### src/rtl/ole_pkg.sv
// ----------------------------------------------------------------------------
// ole_pkg
// Types and codes shared by the ordered list engine: request and response
// payloads, command and status codes, and the control/status link between
// the controller and the datapath.
// ----------------------------------------------------------------------------
`default_nettype none

package ole_pkg;

   localparam logic [3:0] CMD_INS_HEAD = 4'd0;
   localparam logic [3:0] CMD_INS_TAIL = 4'd1;
   localparam logic [3:0] CMD_INS_POS  = 4'd2;
   localparam logic [3:0] CMD_DEL_HEAD = 4'd3;
   localparam logic [3:0] CMD_DEL_TAIL = 4'd4;
   localparam logic [3:0] CMD_DEL_POS  = 4'd5;
   localparam logic [3:0] CMD_LIST     = 4'd6;
   localparam logic [3:0] CMD_REVERSE  = 4'd7;
   localparam logic [3:0] CMD_SORT     = 4'd8;

   localparam logic [1:0] ST_OK     = 2'd0;
   localparam logic [1:0] ST_FULL   = 2'd1;
   localparam logic [1:0] ST_EMPTY  = 2'd2;
   localparam logic [1:0] ST_BADPOS = 2'd3;

   typedef struct packed {
      logic [3:0]         command;
      logic signed [31:0] value;
      logic [5:0]         position;
   } ole_req_type;

   typedef struct packed {
      logic [1:0]         status;
      logic signed [31:0] element;
      logic               last;
      logic [6:0]         length;
   } ole_rsp_type;

   typedef enum logic [4:0] {
      OP_NONE,
      OP_CAPTURE,
      OP_SETUP_INS,
      OP_SETUP_DEL,
      OP_SETUP_LIST,
      OP_INS_READ,
      OP_INS_SHIFT,
      OP_INS_PUT,
      OP_DEL_READ,
      OP_DEL_SHIFT,
      OP_DEL_DROP,
      OP_REV_READ_LO,
      OP_REV_READ_HI,
      OP_REV_WRITE_LO,
      OP_REV_WRITE_HI,
      OP_LIST_START,
      OP_SORT_READ_I,
      OP_SORT_LOAD,
      OP_SORT_READ_J,
      OP_SORT_CMP,
      OP_SORT_PUT_I,
      OP_LIST_READ,
      OP_LIST_EMIT,
      OP_STATUS_EMIT
   } ole_op_type;

   typedef struct packed {
      ole_op_type op;
      logic [1:0] status;
   } ole_cmd_type;

   typedef struct packed {
      logic [3:0] command;
      logic       full;
      logic       empty;
      logic       pos_out;
      logic       ins_more;
      logic       del_more;
      logic       rev_more;
      logic       i_more;
      logic       j_more;
      logic       at_last;
   } ole_stat_type;

endpackage

`default_nettype wire

### src/rtl/ole_ram.sv
// ----------------------------------------------------------------------------
// ole_ram
// Generic single-write, single-read RAM with a registered read port.
// Read data holds while rd_en is low.
// ----------------------------------------------------------------------------
`default_nettype none

module ole_ram #(
   parameter int WIDTH      = 32,
   parameter int DEPTH      = 16,
   parameter int ADDR_WIDTH = 4
) (
   input  logic                  clock,
   input  logic                  wr_en,
   input  logic [ADDR_WIDTH-1:0] wr_addr,
   input  logic [WIDTH-1:0]      wr_data,
   input  logic                  rd_en,
   input  logic [ADDR_WIDTH-1:0] rd_addr,
   output logic [WIDTH-1:0]      rd_data
);

   logic [WIDTH-1:0] mem_ff [DEPTH];
   logic [WIDTH-1:0] rd_data_ff;

   always_ff @(posedge clock) begin
      if (wr_en) begin
         mem_ff[wr_addr] <= wr_data;
      end
      if (rd_en) begin
         rd_data_ff <= mem_ff[rd_addr];
      end
   end

   assign rd_data = rd_data_ff;

endmodule

`default_nettype wire

### src/rtl/ole_ctrl.sv
// ----------------------------------------------------------------------------
// ole_ctrl
// Sequencer of the ordered list engine. Walks each command through its
// shift, reverse, sort or list loop and drives one datapath operation per
// cycle while not waiting on a stalled output. Owns the request ready and the response valid.
// ----------------------------------------------------------------------------
`default_nettype none

module ole_ctrl
   import ole_pkg::*;
(
   input  logic         clock,
   input  logic         reset,
   input  logic         req_valid,
   output logic         req_ready,
   output logic         rsp_valid,
   input  logic         rsp_ready,
   input  ole_stat_type stat,
   output ole_cmd_type  cmd
);

   typedef enum logic [4:0] {
      S_IDLE,
      S_DECODE,
      S_INS,
      S_INS_SHIFT,
      S_DEL,
      S_DEL_SHIFT,
      S_REV,
      S_REV_HI,
      S_REV_WLO,
      S_REV_WHI,
      S_SORT_I,
      S_SORT_LOAD,
      S_SORT_J,
      S_SORT_CMP,
      S_LIST_RD,
      S_LIST_OUT,
      S_RESULT
   } state_type;

   state_type  state_ff, state_in;
   logic [1:0] st_ff, st_in;
   logic       rsp_valid_ff, rsp_valid_in;
   logic       slot_free;
   logic       emit;
   ole_op_type op;

   assign slot_free = !rsp_valid_ff || rsp_ready;

   always_comb begin
      state_in = state_ff;
      st_in    = st_ff;
      op       = OP_NONE;
      emit     = 1'b0;
      unique case (state_ff)
         S_IDLE: begin
            if (req_valid) begin
               op       = OP_CAPTURE;
               state_in = S_DECODE;
            end
         end
         S_DECODE: begin
            unique case (stat.command) inside
               CMD_INS_HEAD, CMD_INS_TAIL, CMD_INS_POS: begin
                  if (stat.full) begin
                     st_in    = ST_FULL;
                     state_in = S_RESULT;
                  end else if (stat.command == CMD_INS_POS && stat.empty) begin
                     st_in    = ST_EMPTY;
                     state_in = S_RESULT;
                  end else if (stat.command == CMD_INS_POS && stat.pos_out) begin
                     st_in    = ST_BADPOS;
                     state_in = S_RESULT;
                  end else begin
                     op       = OP_SETUP_INS;
                     state_in = S_INS;
                  end
               end
               CMD_DEL_HEAD, CMD_DEL_TAIL, CMD_DEL_POS: begin
                  if (stat.empty) begin
                     st_in    = ST_EMPTY;
                     state_in = S_RESULT;
                  end else if (stat.command == CMD_DEL_POS && stat.pos_out) begin
                     st_in    = ST_BADPOS;
                     state_in = S_RESULT;
                  end else begin
                     op       = OP_SETUP_DEL;
                     state_in = S_DEL;
                  end
               end
               CMD_LIST, CMD_REVERSE, CMD_SORT: begin
                  if (stat.empty) begin
                     st_in    = ST_EMPTY;
                     state_in = S_RESULT;
                  end else begin
                     op = OP_SETUP_LIST;
                     if (stat.command == CMD_REVERSE) begin
                        state_in = S_REV;
                     end else if (stat.command == CMD_SORT) begin
                        state_in = S_SORT_I;
                     end else begin
                        state_in = S_LIST_RD;
                     end
                  end
               end
               // drop unknown commands silently
               default: state_in = S_IDLE;
            endcase
         end
         S_INS: begin
            if (stat.ins_more) begin
               op       = OP_INS_READ;
               state_in = S_INS_SHIFT;
            end else begin
               op       = OP_INS_PUT;
               st_in    = ST_OK;
               state_in = S_RESULT;
            end
         end
         S_INS_SHIFT: begin
            op       = OP_INS_SHIFT;
            state_in = S_INS;
         end
         S_DEL: begin
            if (stat.del_more) begin
               op       = OP_DEL_READ;
               state_in = S_DEL_SHIFT;
            end else begin
               op       = OP_DEL_DROP;
               st_in    = ST_OK;
               state_in = S_RESULT;
            end
         end
         S_DEL_SHIFT: begin
            op       = OP_DEL_SHIFT;
            state_in = S_DEL;
         end
         S_REV: begin
            if (stat.rev_more) begin
               op       = OP_REV_READ_LO;
               state_in = S_REV_HI;
            end else begin
               op       = OP_LIST_START;
               state_in = S_LIST_RD;
            end
         end
         S_REV_HI: begin
            op       = OP_REV_READ_HI;
            state_in = S_REV_WLO;
         end
         S_REV_WLO: begin
            op       = OP_REV_WRITE_LO;
            state_in = S_REV_WHI;
         end
         S_REV_WHI: begin
            op       = OP_REV_WRITE_HI;
            state_in = S_REV;
         end
         S_SORT_I: begin
            if (stat.i_more) begin
               op       = OP_SORT_READ_I;
               state_in = S_SORT_LOAD;
            end else begin
               op       = OP_LIST_START;
               state_in = S_LIST_RD;
            end
         end
         S_SORT_LOAD: begin
            op       = OP_SORT_LOAD;
            state_in = S_SORT_J;
         end
         S_SORT_J: begin
            if (stat.j_more) begin
               op       = OP_SORT_READ_J;
               state_in = S_SORT_CMP;
            end else begin
               op       = OP_SORT_PUT_I;
               state_in = S_SORT_I;
            end
         end
         S_SORT_CMP: begin
            op       = OP_SORT_CMP;
            state_in = S_SORT_J;
         end
         S_LIST_RD: begin
            op       = OP_LIST_READ;
            state_in = S_LIST_OUT;
         end
         S_LIST_OUT: begin
            // hold the read data until the output register is free
            if (slot_free) begin
               op       = OP_LIST_EMIT;
               emit     = 1'b1;
               state_in = stat.at_last ? S_IDLE : S_LIST_RD;
            end
         end
         S_RESULT: begin
            if (slot_free) begin
               op       = OP_STATUS_EMIT;
               emit     = 1'b1;
               state_in = S_IDLE;
            end
         end
         default: state_in = S_IDLE;
      endcase

      if (emit) begin
         rsp_valid_in = 1'b1;
      end else if (rsp_ready) begin
         rsp_valid_in = 1'b0;
      end else begin
         rsp_valid_in = rsp_valid_ff;
      end
   end

   always_ff @(posedge clock) begin
      if (reset) begin
         state_ff     <= S_IDLE;
         st_ff        <= ST_OK;
         rsp_valid_ff <= 1'b0;
      end else begin
         state_ff     <= state_in;
         st_ff        <= st_in;
         rsp_valid_ff <= rsp_valid_in;
      end
   end

   assign req_ready  = (state_ff == S_IDLE);
   assign rsp_valid  = rsp_valid_ff;
   assign cmd.op     = op;
   assign cmd.status = st_ff;

endmodule

`default_nettype wire

### src/rtl/ole_dp.sv
// ----------------------------------------------------------------------------
// ole_dp
// Datapath of the ordered list engine: element store, element count, the
// two walking indexes, the held compare operand and the response register.
// Executes one operation per cycle as the controller commands.
// ----------------------------------------------------------------------------
`default_nettype none

module ole_dp
   import ole_pkg::*;
#(
   parameter int CAPACITY = 16
) (
   input  logic         clock,
   input  logic         reset,
   input  ole_req_type  req_data,
   input  ole_cmd_type  cmd,
   output ole_stat_type stat,
   output ole_rsp_type  rsp_data
);

   localparam int CW = $clog2(CAPACITY + 1);
   localparam int AW = $clog2(CAPACITY);

   logic [3:0]         command_ff, command_in;
   logic signed [31:0] value_ff, value_in;
   logic [5:0]         position_ff, position_in;
   logic [CW-1:0]      count_ff, count_in;
   logic [CW-1:0]      idx_ff, idx_in;
   logic [CW-1:0]      jdx_ff, jdx_in;
   logic [CW-1:0]      base_ff, base_in;
   logic signed [31:0] a_ff, a_in;
   ole_rsp_type        rsp_ff, rsp_in;

   logic [CW-1:0]      idx_inc, idx_dec, jdx_inc, jdx_dec;
   logic [6:0]         pos_wide, pos_plus, count_wide;

   logic               wr_en, rd_en;
   logic [AW-1:0]      wr_addr, rd_addr;
   logic signed [31:0] wr_data, rd_data;

   assign idx_inc    = idx_ff + CW'(1);
   assign idx_dec    = idx_ff - CW'(1);
   assign jdx_inc    = jdx_ff + CW'(1);
   assign jdx_dec    = jdx_ff - CW'(1);
   assign pos_wide   = {1'b0, position_ff};
   assign pos_plus   = pos_wide + 7'd1;
   assign count_wide = 7'(count_ff);

   assign stat.command  = command_ff;
   assign stat.full     = (count_ff == CW'(CAPACITY));
   assign stat.empty    = (count_ff == '0);
   assign stat.pos_out  = (pos_wide >= count_wide);
   assign stat.ins_more = (idx_ff > base_ff);
   assign stat.del_more = (idx_inc < count_ff);
   assign stat.rev_more = (jdx_ff > idx_ff);
   assign stat.i_more   = (idx_ff < count_ff);
   assign stat.j_more   = (jdx_ff < count_ff);
   assign stat.at_last  = (idx_inc == count_ff);

   always_comb begin
      command_in  = command_ff;
      value_in    = value_ff;
      position_in = position_ff;
      count_in    = count_ff;
      idx_in      = idx_ff;
      jdx_in      = jdx_ff;
      base_in     = base_ff;
      a_in        = a_ff;
      rsp_in      = rsp_ff;
      wr_en       = 1'b0;
      wr_addr     = idx_ff[AW-1:0];
      wr_data     = rd_data;
      rd_en       = 1'b0;
      rd_addr     = idx_ff[AW-1:0];
      unique case (cmd.op)
         OP_CAPTURE: begin
            command_in  = req_data.command;
            value_in    = req_data.value;
            position_in = req_data.position;
         end
         OP_SETUP_INS: begin
            idx_in = count_ff;
            case (command_ff)
               CMD_INS_HEAD: base_in = '0;
               CMD_INS_TAIL: base_in = count_ff;
               default:      base_in = pos_plus[CW-1:0];
            endcase
         end
         OP_SETUP_DEL: begin
            case (command_ff)
               CMD_DEL_HEAD: idx_in = '0;
               CMD_DEL_TAIL: idx_in = count_ff - CW'(1);
               default:      idx_in = pos_wide[CW-1:0];
            endcase
         end
         OP_SETUP_LIST: begin
            idx_in = '0;
            jdx_in = count_ff - CW'(1);
         end
         OP_INS_READ: begin
            rd_en   = 1'b1;
            rd_addr = idx_dec[AW-1:0];
         end
         OP_INS_SHIFT: begin
            wr_en  = 1'b1;
            idx_in = idx_dec;
         end
         OP_INS_PUT: begin
            wr_en    = 1'b1;
            wr_addr  = base_ff[AW-1:0];
            wr_data  = value_ff;
            count_in = count_ff + CW'(1);
         end
         OP_DEL_READ: begin
            rd_en   = 1'b1;
            rd_addr = idx_inc[AW-1:0];
         end
         OP_DEL_SHIFT: begin
            wr_en  = 1'b1;
            idx_in = idx_inc;
         end
         OP_DEL_DROP: begin
            count_in = count_ff - CW'(1);
         end
         OP_REV_READ_LO: begin
            rd_en = 1'b1;
         end
         OP_REV_READ_HI: begin
            rd_en   = 1'b1;
            rd_addr = jdx_ff[AW-1:0];
            a_in    = rd_data;
         end
         OP_REV_WRITE_LO: begin
            wr_en = 1'b1;
         end
         OP_REV_WRITE_HI: begin
            wr_en   = 1'b1;
            wr_addr = jdx_ff[AW-1:0];
            wr_data = a_ff;
            idx_in  = idx_inc;
            jdx_in  = jdx_dec;
         end
         OP_LIST_START: begin
            idx_in = '0;
         end
         OP_SORT_READ_I: begin
            rd_en  = 1'b1;
            jdx_in = idx_inc;
         end
         OP_SORT_LOAD: begin
            a_in = rd_data;
         end
         OP_SORT_READ_J: begin
            rd_en   = 1'b1;
            rd_addr = jdx_ff[AW-1:0];
         end
         OP_SORT_CMP: begin
            // keep the running minimum in a_ff; store slot i is written once at the end
            if (a_ff > rd_data) begin
               wr_en   = 1'b1;
               wr_addr = jdx_ff[AW-1:0];
               wr_data = a_ff;
               a_in    = rd_data;
            end
            jdx_in = jdx_inc;
         end
         OP_SORT_PUT_I: begin
            wr_en   = 1'b1;
            wr_data = a_ff;
            idx_in  = idx_inc;
         end
         OP_LIST_READ: begin
            rd_en = 1'b1;
         end
         OP_LIST_EMIT: begin
            rsp_in.status  = ST_OK;
            rsp_in.element = rd_data;
            rsp_in.last    = stat.at_last;
            rsp_in.length  = count_wide;
            idx_in         = idx_inc;
         end
         OP_STATUS_EMIT: begin
            rsp_in.status  = cmd.status;
            rsp_in.element = '0;
            rsp_in.last    = 1'b1;
            rsp_in.length  = count_wide;
         end
         default: begin
         end
      endcase
   end

   always_ff @(posedge clock) begin
      if (reset) begin
         count_ff <= '0;
      end else begin
         count_ff <= count_in;
      end
   end

   always_ff @(posedge clock) begin
      command_ff  <= command_in;
      value_ff    <= value_in;
      position_ff <= position_in;
      idx_ff      <= idx_in;
      jdx_ff      <= jdx_in;
      base_ff     <= base_in;
      a_ff        <= a_in;
      rsp_ff      <= rsp_in;
   end

   ole_ram #(
      .WIDTH      (32),
      .DEPTH      (CAPACITY),
      .ADDR_WIDTH (AW)
   ) u_store (
      .clock   (clock),
      .wr_en   (wr_en),
      .wr_addr (wr_addr),
      .wr_data (wr_data),
      .rd_en   (rd_en),
      .rd_addr (rd_addr),
      .rd_data (rd_data)
   );

   assign rsp_data = rsp_ff;

endmodule

`default_nettype wire

### src/rtl/ordered_list_engine_core.sv
// ----------------------------------------------------------------------------
// ordered_list_engine_core
// Bounded ordered list of signed 32-bit values with insert, delete, list,
// reverse and sort commands.
// ----------------------------------------------------------------------------
// Usage:
//   req_* carries one command per transfer (command, value, position).
//   rsp_* returns the results: one status transfer for insert and delete, one
//   transfer per element for list, reverse and sort (last marks the final one),
//   or a single empty status when a listing command finds the list empty.
//   Commands 9 to 15 are dropped and return nothing.
//   Commands run one at a time; req_ready rises again once the last result of
//   the current command sits in the output register, so the next command is
//   taken while that result still waits to be taken.
//   Each command walks the element store, which has a single read port and
//   takes one read or one write per cycle:
//     insert and delete move each element from the slot on, by a read and a write
//     list reads and emits each element in turn; reverse first swaps the pairs
//     sort first runs an exchange walk (a read and a compare per later element)
//   Reset empties the list and drops any pending result; the store is not
//   cleared since entries past the count are never read.
//   A stall on rsp_ready holds the output register and freezes the engine
//   at its next emit until the transfer completes.
// ----------------------------------------------------------------------------
`default_nettype none

module ordered_list_engine_core
   import ole_pkg::*;
#(
   parameter int CAPACITY = 16
) (
   input  logic        clock,
   input  logic        reset,
   input  logic        req_valid,
   output logic        req_ready,
   input  ole_req_type req_data,
   output logic        rsp_valid,
   input  logic        rsp_ready,
   output ole_rsp_type rsp_data
);

   ole_cmd_type  cmd;
   ole_stat_type stat;

   ole_ctrl u_ctrl (
      .clock     (clock),
      .reset     (reset),
      .req_valid (req_valid),
      .req_ready (req_ready),
      .rsp_valid (rsp_valid),
      .rsp_ready (rsp_ready),
      .stat      (stat),
      .cmd       (cmd)
   );

   ole_dp #(
      .CAPACITY (CAPACITY)
   ) u_dp (
      .clock    (clock),
      .reset    (reset),
      .req_data (req_data),
      .cmd      (cmd),
      .stat     (stat),
      .rsp_data (rsp_data)
   );

endmodule

`default_nettype wire

### config.mk
export PLATFORM = sky130hd
export DESIGN_NAME = ordered_list_engine_core
export DESIGN_NICKNAME = d
export VERILOG_FILES = /design/src/rtl/ole_pkg.sv /design/src/rtl/ole_ram.sv /design/src/rtl/ole_ctrl.sv /design/src/rtl/ole_dp.sv /design/src/rtl/ordered_list_engine_core.sv
export SDC_FILE = /design/constraint.sdc
export NUM_CORES = 1
export LEC_CHECK = 0
export BUFFER_PORTS_ARGS = -buffer_cell sky130_fd_sc_hd__buf_2
export CORE_UTILIZATION = 60
export DETAILED_ROUTE_END_ITERATION = 10
export PLACE_DENSITY_LB_ADDON = 0.25
export REMOVE_ABC_BUFFERS = 1
export SLEW_MARGIN = 25
export SYNTH_ARGS = -nofsm -noshare
export SYNTH_HDL_FRONTEND = slang
export SYNTH_SLANG_ARGS = --single-unit
### constraint.sdc
create_clock -name clock -period 21.1 [get_ports clock]
set_clock_uncertainty 0.1 [all_clocks]
set_input_delay 1.055 -clock clock [delete_from_list [all_inputs] [get_ports clock]]
set_output_delay 1.055 -clock clock [all_outputs]
set_load 0.02 [all_outputs]
Yosys cells after proc, flatten, opt, wreduce, memory -nomap -nowiden. Memory sizes are Yosys's and may differ from the RTL's. A register that Yosys moved wholly into a read port is not among the register bits. Cells that the tools add are included.

Add/sub/neg operators: 7. Multiplexer cells: 67. $lt $le $gt $ge: 7. Reduce and logical (&&, ||, !) cells: 30. Equality and inequality tests: 59.

Operator list (count): $pmux W32 S3 (1); $mux W5 (18); $pmux W5 S17 (1); $pmux W42 S2 (1); $eq A5 B4 Y1 const B (16); $pmux W5 S16 (1); $mux W32 (2); $pmux W32 S2 (1); $eq A5 B5 Y1 const B (10); $eq A5 B3 Y1 const B (8); $gt A32 B32 Y1 (1); $pmux W5 S2 (3); $pmux W5 S3 (2); $pmux W5 S5 (1); $mux W2 (12); $pmux W4 S3 (2); $add A5 B1 Y5 const B (4); $eq A5 B2 Y1 const B (4); $pmux W5 S4 (1); $mux W3 (6); $eq A4 B3 Y1 const B (4); $lt A5 B5 Y1 (3); $sub A5 B1 Y5 const B (3); $mux W4 (3); 33 further kinds (62).

Register bits after elaboration: 144. Logic and storage cells: 186. Bits in writable memories: 512. Memories: 1. Bits of input ports: 46.

Memory list: u_dp.u_store.mem_ff (depth 16, width 32, read ports 1, clocked after memory_dff 1, wr ports 1, line ole_ram.sv:22) `logic [WIDTH-1:0] mem_ff [DEPTH];`.

Longest topological paths before layout.
Word-level depth: 12. Depth in mapped cells: 18.

Modules after synthesis. Synthesis repeated with hierarchy kept, for this count alone.

Cells, all modules: 1707. Area total of the unflattened synthesis: 29173.0 um^2.

Modules (own cells, without submodules): ole_ram (times used 1, area an instance 20155.6 um^2, cells each 838); ole_dp (times used 1, area an instance 7897.6 um^2, cells each 707); ole_ctrl (times used 1, area an instance 1119.8 um^2, cells each 162).

Least setup slack after synthesis. No wires, ideal clock.

Kind: register to register. Start: reg u_dp.idx_ff[0]. End: mem u_dp.u_store.mem_ff[0][0] (enable). Data arrival time: 6505 ps. Path slack: 13993 ps. Buffers on the path: 3. Cell stages (with the launch flop): 17. Clock period less this slack: 7107 ps. Cells stage by stage: edfxtp_1 clkbuf_1 inv_1 ha_1 ha_1 nor2b_1 o211ai_1 a21o_1 nand2b_1 or2_1 buf_6 nor4_2 a211oi_1 o211ai_1 or3b_2 clkbuf_1 nor4_1.

Longest elaborated chain between the ends: 9. Elaborated cells on any way between the ends: 23. Those cells by class: 1 x add/sub; 4 x order compare; 7 x eq/ne; 10 x mux; 1 x reduce/logical.

Ends and longest elaborated chain: start, declared (line ole_dp.sv:29) `logic [CW-1:0] idx_ff, idx_in;`; start signal, assigned (line ole_dp.sv:206) `idx_ff <= idx_in;`; $add A5 B1 Y5 (line ole_dp.sv:42) `assign idx_inc = idx_ff + CW'(1);`; $lt A5 B5 Y1 (line ole_dp.sv:55) `assign stat.del_more = (idx_inc < count_ff);`; $mux W2 (line ole_ctrl.sv:126) `if (stat.del_more) begin`; $pmux W5 S17 (line ole_ctrl.sv:56) `unique case (state_ff)`; $eq A5 B3 Y1, or another cell as far along (line ole_dp.sv:76) `unique case (cmd.op)`; $reduce_or A6 Y1 (no source line); $pmux W1 S2 (line ole_dp.sv:76); $mux W1 (line ole_ram.sv:26) `if (wr_en) begin`; $mux W1 (not written as such) (line ole_ram.sv:27) `mem_ff[wr_addr] <= wr_data;`; end, declared (line ole_ram.sv:22).

Several ways; a longest one is shown, not always the timed one.

Worst setup path in the final report.
Start: reg u_dp.idx_ff[2]. End: reg u_dp.u_store.rd_data_ff[23], in the netlist u_dp.u_store.rd_data[23], read port of u_dp.u_store.mem_ff, data pin.

Longest elaborated chain between the ends: 7. Elaborated cells on any way between the ends: 22. Those cells by class: 2 x add/sub; 4 x order compare; 7 x eq/ne; 7 x mux; 2 x reduce/logical.

Ends and longest elaborated chain: $add A5 B1 Y5 (line ole_dp.sv:42); $lt A5 B5 Y1 (line ole_dp.sv:55); $mux W2 (line ole_ctrl.sv:126); $pmux W5 S17 (line ole_ctrl.sv:56); $eq A5 B4 Y1, or another cell as far along (line ole_dp.sv:76); $reduce_or A2 Y1 (no source line) or $reduce_or A7 Y1 (tied branches); $pmux W4 S3 or $mux W1 (tied branches) (line ole_dp.sv:76); end, declared (line ole_ram.sv:23) `logic [WIDTH-1:0] rd_data_ff;`.

Several ways; a longest one is shown, not always the timed one. A chain may end at the register's enable or synchronous reset.

==> impl_results.md <==
- Slew Limit Fails: 0
- Hold Buf Count CTS: 0
- Most common cell after layout, fill and taps aside: edfxtp_1
- Multiplexer share of the synthesized area: 10.0%
- Initial core utilization: 60.6%
- Final ANT Viol Nets: 0
- Drt pass-1 iters: 5
- I/O pin total: 90
- Resized Gates After CTS: 0
- Wire length per cell: between 20 and 30 µm
- Crit-path most repeated cell: buf_4
- Yosys warns: 0
- Outcome: completed
- Cell Pwr Density: 88.2 mW/mm²
- Synth-to-Final Area Change: 11.4%
- Clk_lat worst skew: between 600 and 700 ps
- Port-buffer cells: between 80 and 90
- Via Count: approximately 18000
- Starting DRT DRC Count: 1939
- Hold crit path type: reg2reg
- CP endpoint kind: flip-flop
- Die H: about 220 µm
- Worst vdd ir: roughly 83 µV
- Async SR Flop Fraction: 0%
- Synth Register Bits: a little under 700
- Worst R2R Setup Slack: between 10000 and 15000 ps
- Post-DP HPWL: approximately 43000 µm
- Leakage: ~11 nW
- GRT overflow: 0
- Minimum clock period: 7100 ps
- Main combinational cell family by area after synthesis: multiplexers
- Vias per inst: 6.66
- Crit path cell chain: ha_1 -> a211o_1 -> a221o_1 -> a21oi_4 -> buf_4 -> nand2b_1 -> or2_1 -> o311a_4 -> buf_4 -> buf_4 -> mux4_2 -> a221oi_1 -> nand3_1
- WP buf/inv: 3
- Avg Cell Area, Syn: approximately 16 µm²
- Complex-gate fraction of the synthesized area: 7.30%
- Share of the synthesized area in the top cell type: roughly two thirds
- Post-CTS Setup Inserts: 0
- Max stage delay cell, worst path: buf_4
- Filler cells: around 3400
- Gr usage total: 31.3%
- Startpoint types: flip-flop
- Setup TNS: 0 ps
- Peak Freq: about 140 MHz
- Num CTS Buffers: 70
- Die width: 224 µm
- RSZ-0062 raised after global routing: no
- Setup Viol. Count Final: 0
- Setup slack after layout: between 10000 and 15000 ps
- Die ar.: 0.0502 mm²
- Most frequent cells in the layout: 673 x edfxtp_1, 137 x nand2_1, 92 x mux2_2, 87 x buf_2, 72 x clkbuf_16
- Crit Path Class: reg2reg
- Clock sink total: just under 700
- Crit-path max cell delay: ~880 ps
- Max_cap viols: 0
- RD Place Congestion: approximately 0.94
- Pre-CTS setup slack: between 10000 and 15000 ps
- Max Fanout on Critical Path: 66
- Reg2reg end: u_dp.u_store.rd_data[23]$_DFFE_PP_
- Synth Area in Simple Gates: about 7.3%
- H-tree levels: 3
- CP Depth: 13
- Share of layout cells above drive strength 1: 20.7%
- Initial antenna violation count: 0
- Number of antenna diodes: 0
- FF-to-FF Start: u_dp.idx_ff[2]$_DFFE_PP_
- Final Hold Fails: 0
- Cell count after synthesis: around 1900
- CTS tree: done
- Layout Nets: about 2100
- Worst Setup EP: u_dp.u_store.rd_data[23]$_DFFE_PP_
- Synthesized area: between 0.02 and 0.03 mm²
- Cell taking the most area after synthesis: edfxtp_1
- Final WL: around 78000 µm
- Largest net degree at the start of global routing: 67
- Drc violations: 0
- Vias in the first global route: approximately 18000
- Fin crit share: between 30% and 40%
- Core Rows: 81
- Register area share after synthesis: between 60% and 70%
- Reg clk slew, reported paths: 60 ps
- Root Driver: clkbuf_16
- Top post-synthesis cells by area: edfxtp_1 68%, mux2_2 3.5%, ha_1 3.0%
- Clock Tree Buf Depth: 3
- Worst EP arrival: between 7000 and 8000 ps
- Synth Flop Type: edfxtp_1
- Final Core Density: approximately two thirds
- Req. time, crit path: around 21000 ps
- Delay-heaviest family, CP: buffers and inverters
- Worst-margin pin slew: approximately 1000 ps
- EDFF count, synth: roughly 670
- CP Launch Point: u_dp.idx_ff[2]$_DFFE_PP_
- Adder-Cell Fraction of Synth Area: slightly above 3%
- Max_slew headroom: approximately a third
- Placeable Area: 0.0488 mm²
- Reg2reg path depth: 13
- XOR/XNOR Fraction of Synth Area: less than 1%
- Yosys cell types: slightly below 80
- Global-route wire length before repair: 113000 µm
synthesized netlist by cell type (49+ instances only):
cell      number
mux2_2        92
edfxtp_1     673
a21oi_1       62
clkbuf_1      55
inv_1         58
a221oi_1      49
nor4_1        69
mux2i_1       55
ha_1          71
nand3_1       53
a22oi_1       49
nand2_1      138
nor2_1        54
per-stage QoR:
step / total power [mW] / hold WS, ps / instance area [µm²] / cells
floorplan: 1.71 / 344 / 29100 / 1789
global placement: 1.77 / 361 / 30900 / 2582
detailed placement: 1.78 / 364 / 30900 / 2582
CTS: 2.92 / 369 / 33000 / 2706
global route: 2.99 / 381 / 33000 / 2706
finish: 2.91 / 368 / 33000 / 2706
flip-flops by register name, indices dropped and copies added, names as in the netlist, 6 cells and up:
signal                count
u_dp.value_ff            32
u_dp.position_ff          6
u_dp.rsp_data            40
u_dp.a_ff                32
u_dp.u_store.rd_data     32
u_dp.u_store.mem_ff     512
cell families after synthesis:
logic type	count (synthesis)
AO/OA/AOI/OAI	297
XOR/XNOR	20
adder cells (fa/ha/maj)	73
buffers and inverters	163
flip-flops	686
multiplexers	228
other	1
AND/OR/NAND/NOR	424
per-layer routing:
layer  track usage (%)  vias up  share of wire (%)
met1              42.3     9065                 39
met4              15.7        0                4.4
met3              4.47      208                8.7
met2              50.2     1021                 48
li1                  -     7722                  -
met5                 0        -                  0
where the power goes:
| part | internal [mW] | switching, mW | leakage [nW] | total [mW] |
|---|---|---|---|---|
| Clock | 0.654 | 0.500 | 1.05 | 1.15 |
| Sequential | 1.52 | 0.0163 | 6.18 | 1.54 |
| Combinational | 0.0690 | 0.145 | 4.08 | 0.214 |
| Total | 2.25 | 0.662 | 11.3 | 2.91 |
how the worst min path moves through the flow:
stage                     cells past startpoint  slack, ps                          startpoint                          to
after floorplan                               0        340       u_dp.count_ff[4]$_SDFFE_PP0P_  u_dp.rsp_data[4]$_DFFE_PP_
after global placement                        0        360  u_dp.u_store.rd_data[13]$_DFFE_PP_     u_dp.a_ff[13]$_DFFE_PP_
after detailed placement                      0        360  u_dp.u_store.rd_data[15]$_DFFE_PP_     u_dp.a_ff[15]$_DFFE_PP_
after CTS                                     0        370  u_dp.u_store.rd_data[12]$_DFFE_PP_     u_dp.a_ff[12]$_DFFE_PP_
after global routing                          0        380  u_dp.u_store.rd_data[15]$_DFFE_PP_     u_dp.a_ff[15]$_DFFE_PP_
final                                         0        370  u_dp.u_store.rd_data[12]$_DFFE_PP_     u_dp.a_ff[12]$_DFFE_PP_
cell type report:
| cell class | count | area (µm²) | share of cell area, % |
|---|---|---|---|
| tap | 664 | 831 | 2.52 |
| multi-input combinational | 1044 | 8590 | 26.1 |
| timing repair buffer | 129 | 751 | 2.28 |
| clock inverter | 36 | 244 | 0.740 |
| sequential | 686 | 20500 | 62.1 |
| clock buffer | 88 | 1870 | 5.68 |
| inverter | 59 | 221 | 0.671 |
worst reg2reg max path, delay by kind of cell, from the launching register on:
| family | cells | cell delay, ps |
|---|---|---|
| buf+inv | 3 | 2430 |
| mux | 1 | 660 |
| flops | 1 | 670 |
| compound gates | 5 | 1740 |
| simple gates | 3 | 870 |
| fa+ha+maj | 1 | 350 |
Power figures use the tool's default switching activity.
